--- config.mk ---
export PLATFORM = sky130hd
export DESIGN_NAME = gwcb_front
export DESIGN_NICKNAME = d
export VERILOG_FILES = /design/src/rtl/core/gwcb_pkg.sv /design/src/rtl/core/gwcb_front.sv
export SDC_FILE = /design/constraint.sdc
export NUM_CORES = 1
export LEC_CHECK = 0
export ABC_AREA = 1
export BUFFER_PORTS_ARGS = -buffer_cell sky130_fd_sc_hd__buf_2
export CORE_UTILIZATION = 35
export DETAILED_ROUTE_END_ITERATION = 8
export SLEW_MARGIN = 25
export SYNTH_ARGS = -nofsm -noshare
export SYNTH_HDL_FRONTEND = slang
export SYNTH_SLANG_ARGS = --single-unit
--- constraint.sdc ---
create_clock -name clk_i -period 6.4 [get_ports clk_i]
set_clock_uncertainty 0.1 [all_clocks]
set_input_delay 0.64 -clock clk_i [delete_from_list [all_inputs] [get_ports clk_i]]
set_output_delay 0.64 -clock clk_i [all_outputs]
set_load 0.02 [all_outputs]
--- src/rtl/core/gwcb_pkg.sv ---
// Shared types and constants for the gray-world color balance block.
package gwcb_pkg;

  localparam int FracBits  = 16;
  localparam int MultW     = 8 + FracBits;
  localparam int SumW      = 32;
  localparam int CountW    = 25;
  localparam int DivSteps  = 8 + FracBits + 1;
  localparam logic [CountW-1:0] MaxPixels = 25'd16777216;
  localparam logic [MultW-1:0]  MultOne   = MultW'(1) << FracBits;
  localparam logic [MultW-1:0]  MultMax   = '1;

  localparam logic [6:0]  StrengthReset = 7'd30;
  localparam logic [15:0] TempReset     = 16'd6500;

  typedef enum logic [1:0] {
    CMD_CLEAR   = 2'd0,
    CMD_MEASURE = 2'd1,
    CMD_FINISH  = 2'd2,
    CMD_CORRECT = 2'd3
  } cmd_e;

  typedef enum logic [1:0] {
    CFG_STRENGTH = 2'd0,
    CFG_TEMP     = 2'd1,
    CFG_CAST     = 2'd2
  } cfg_idx_e;

  typedef enum logic [2:0] {
    GS_IDLE,
    GS_MUL,
    GS_SUM,
    GS_PRE,
    GS_DIV,
    GS_RND
  } gain_state_e;

  typedef struct packed {
    logic [1:0] cmd;
    logic [7:0] in_red;
    logic [7:0] in_green;
    logic [7:0] in_blue;
    logic [7:0] in_alpha;
  } in_t;

  typedef struct packed {
    logic [7:0] out_red;
    logic [7:0] out_green;
    logic [7:0] out_blue;
    logic [7:0] out_alpha;
    logic       frame_empty;
  } out_t;

  typedef struct packed {
    logic       valid;
    cmd_e       cmd;
    logic       opaque;
    logic [7:0] red;
    logic [7:0] green;
    logic [7:0] blue;
    logic [7:0] alpha;
  } item_t;

  typedef struct packed {
    logic [6:0]  strength;
    logic [15:0] temp;
    logic        cast_en;
  } cfg_t;

  typedef struct packed {
    logic            busy;
    logic            done;
    logic [MultW-1:0] mult_red;
    logic [MultW-1:0] mult_green;
    logic [MultW-1:0] mult_blue;
  } gain_res_t;

endpackage

--- src/rtl/core/gwcb_front.sv ---
// Front end: two-entry input queue with command decode.
module gwcb_front import gwcb_pkg::*; (
  input  logic  clk_i,
  input  logic  rst_ni,
  input  logic  in_valid_i,
  output logic  in_stall_o,
  input  in_t   in_data_i,
  input  logic  pop_i,
  output item_t head_o
);

  in_t        mem_q [2];
  logic       wr_q, rd_q;
  logic [1:0] cnt_q;
  logic       push;

  assign in_stall_o = (cnt_q == 2'd2);
  assign push       = in_valid_i && !in_stall_o;

  always_ff @(posedge clk_i or negedge rst_ni) begin
    if (!rst_ni) begin
      wr_q  <= 1'b0;
      rd_q  <= 1'b0;
      cnt_q <= 2'd0;
    end else begin
      if (push) wr_q <= !wr_q;
      if (pop_i) rd_q <= !rd_q;
      cnt_q <= cnt_q + {1'b0, push} - {1'b0, pop_i};
    end
  end

  always_ff @(posedge clk_i) begin
    if (push) mem_q[wr_q] <= in_data_i;
  end

  always_comb begin
    head_o.valid  = (cnt_q != 2'd0);
    head_o.cmd    = cmd_e'(mem_q[rd_q].cmd);
    head_o.opaque = (mem_q[rd_q].in_alpha != 8'd0);
    head_o.red    = mem_q[rd_q].in_red;
    head_o.green  = mem_q[rd_q].in_green;
    head_o.blue   = mem_q[rd_q].in_blue;
    head_o.alpha  = mem_q[rd_q].in_alpha;
  end

endmodule

==> metrics.txt <==
outcome=completed; vias per inst=4.10; GRT Total Usage=12.6%; Sinks on Clock Net=72; count of cell types in the netlist=15; Crit. End Element=output port; grt total ovfl=0; initial antenna violation count=0; residual DRC count=0; Req. time, crit path=5660 ps; pwr dens=476 nW/um2; IO Pins=75; arrival time at the worst endpoint=1740 ps; syn nets=267; Pleak=1.58 nW; yosys warns=0; Initial Util=36.5%; crit-path cells=buf_4, inv_8, nand2_1, nand2_1, nand2_1, nor2_1, nand2_1, buf_2; minimum clock period=2480 ps; Die H=92.2 um; Crit-path slowest cell=dfrtp_1; first-pass GRT wire length=7610 um; placed inst area=3280 um2; Synth Register Bits=72; Worst-Margin Slew=981 ps; most used cell, CP=nand2_1; setup violators final=0; Area Growth Syn to Fin=22.9%; Worst path max stage delay=370 ps; Max clock buf depth=2; Routed WL=4870 um; synthesized instance count=227; CTS root buf=clkbuf_8; maxcap violations=0; vias in the first global route=1,553; antenna diode count=0; fmax=404 MHz; Worst-path clk slew=80 ps; Post-CTS Setup Bufs=0; Filler Cell Count=747; drt pass-1 iters=4; Final ANT Viol Nets=0; DP Wirelength=3160 um; DRT iter0 DRCs=67; largest net degree at the start of global routing=37; startpoint type of the worst setup path=flop; TritonCTS buffer count=9; Peak VDD IR=0.000181 V; Setup CP Type=flop to output port; die extent in x=92.2 um; RSZ-0062 raised after global routing=no; row count=32; CP Buf/Inv Count=3; Total Nets Final=347; Vias=1,697; CTS tree=yes; count of buffers from port buffering=74; Final period util=38.7%; Rel. slew slack=34.5%; Slew Viols, Final=0; Fin. Hold Viols=0; Clock Latency Late Sink=330 ps; Seq/Total Area, Yosys=75.2%; hold crit path type=input pin to flop; Avg Cell Area, Syn=12.6 um2; H-tree depth=3; TNS Setup=0 ps; Final Cell Area=3500 um2; GP Congestion=0.738; Core Area=7810 um2; share of layout cells above drive strength 1=31.7%; DIE AREA=8500 um2; Crit Path Max Fanout=36; largest delay contributor family on the critical path=buffers and inverters; Mapped Area=2850 um2; WL/cell=11.8 um
-- power breakdown --
part	internal, mW	switching, mW	total, mW
Sequential	0.647	0.0281	0.675
Clock	0.216	0.161	0.377
Combinational	0.176	0.438	0.614
Total	1.04	0.627	1.67
-- cells by family (layout without fill, tap and decap cells) --
| logic type | count (synthesis) | in the layout | share of synthesized area (%) |
|---|---|---|---|
| AO/OA/AOI/OAI | 1 | 1 | 0.307 |
| XOR/XNOR | 4 | 4 | 1.23 |
| adder cells (fa/ha/maj) | 2 | 2 | 0.878 |
| buffers and inverters | 35 | 120 | 7.07 |
| flip-flops | 72 | 72 | 75.2 |
| AND/OR/NAND/NOR | 113 | 113 | 15.3 |
-- layout make-up --
cell class / instances / area [um2] / share of cell area, %
timing repair buffer: 76 / 388 / 11.1
clock inverter: 7 / 86.3 / 2.47
inverter: 28 / 113 / 3.22
multi-input combinational: 120 / 520 / 14.9
tap: 102 / 128 / 3.65
sequential: 72 / 2140 / 61.2
clock buffer: 9 / 124 / 3.54
-- routing by layer --
| layer | GRT usage, % | routed length, um | vias up | part of all wire, % |
|---|---|---|---|---|
| met2 | 19.2 | 2270 | 46 | 47 |
| met1 | 15.1 | 2180 | 758 | 45 |
| met5 | 0 | 0 | - | 0 |
| met3 | 6.05 | 342 | 7 | 7.0 |
| met4 | 5.47 | 73 | 0 | 1.5 |
| li1 | - | - | 886 | - |
-- flip-flops by register name, indices dropped and copies added, names as in the netlist --
name   flops
rd_q       1
cnt_q      2
wr_q       1
mem_q     68
-- through the flow --
| stage | setup slack (ps) | hold slack, ps | total power [mW] | util, % | std cells |
|---|---|---|---|---|---|
| 4_1_cts | 3870 | 365 | 1.69 | 44.8 | 414 |
| 5_1_grt | 3760 | 353 | 1.78 | 44.8 | 414 |
| 3_3_place_gp | 4280 | 351 | 1.30 | 42.0 | 397 |
| 2_1_floorplan | 3720 | 244 | 1.16 | - | 227 |
| 6_report | 3920 | 386 | 1.67 | 44.8 | 414 |
| 3_5_place_dp | 4240 | 358 | 1.31 | 42.0 | 397 |
-- synthesized netlist by cell type --
master	count	area, um2
ha_1	2	25.0
or2_2	1	6.26
xor2_1	2	17.5
buf_6	3	33.8
edfxtp_1	68	2040
inv_1	27	101
xnor2_1	2	17.5
buf_12	2	40.0
nand2_2	4	25.0
o21ai_2	1	8.76
nand2_1	103	387
inv_8	1	11.3
nor2_1	5	18.8
buf_4	2	15.0
dfrtp_1	4	100
-- worst paths after layout --
check	depth (start not counted)	slack [ps]	from	endpoint
worst max-delay path	8	3920	rd_q	head_o[32]
worst min-delay path	1	390	in_data_i[14]	mem_q[0][14]
worst max register to register	3	4530	cnt_q[1]	mem_q[1][9]
worst min register to register	1	490	cnt_q[0]	cnt_q[0]
max in group asynchronous	2	5530	rst_ni	rd_q
min in group asynchronous	2	540	rst_ni	cnt_q[0]
-- what timing repair did --
item | in CTS | in global routing
hold buffers | 1 | 0
gates resized for setup | 0 | 0
hold endpoints to repair | 4 | 0
-- cell usage in the layout, fill, tap and decap left out, drive strengths merged, types with 4 or more instances in the layout --
cell type / instances
buf: 75
clkbuf: 9
clkinv: 4
dfrtp: 4
edfxtp: 68
inv: 28
nand2: 107
nor2: 5
(Power assumes the default switching activity.)
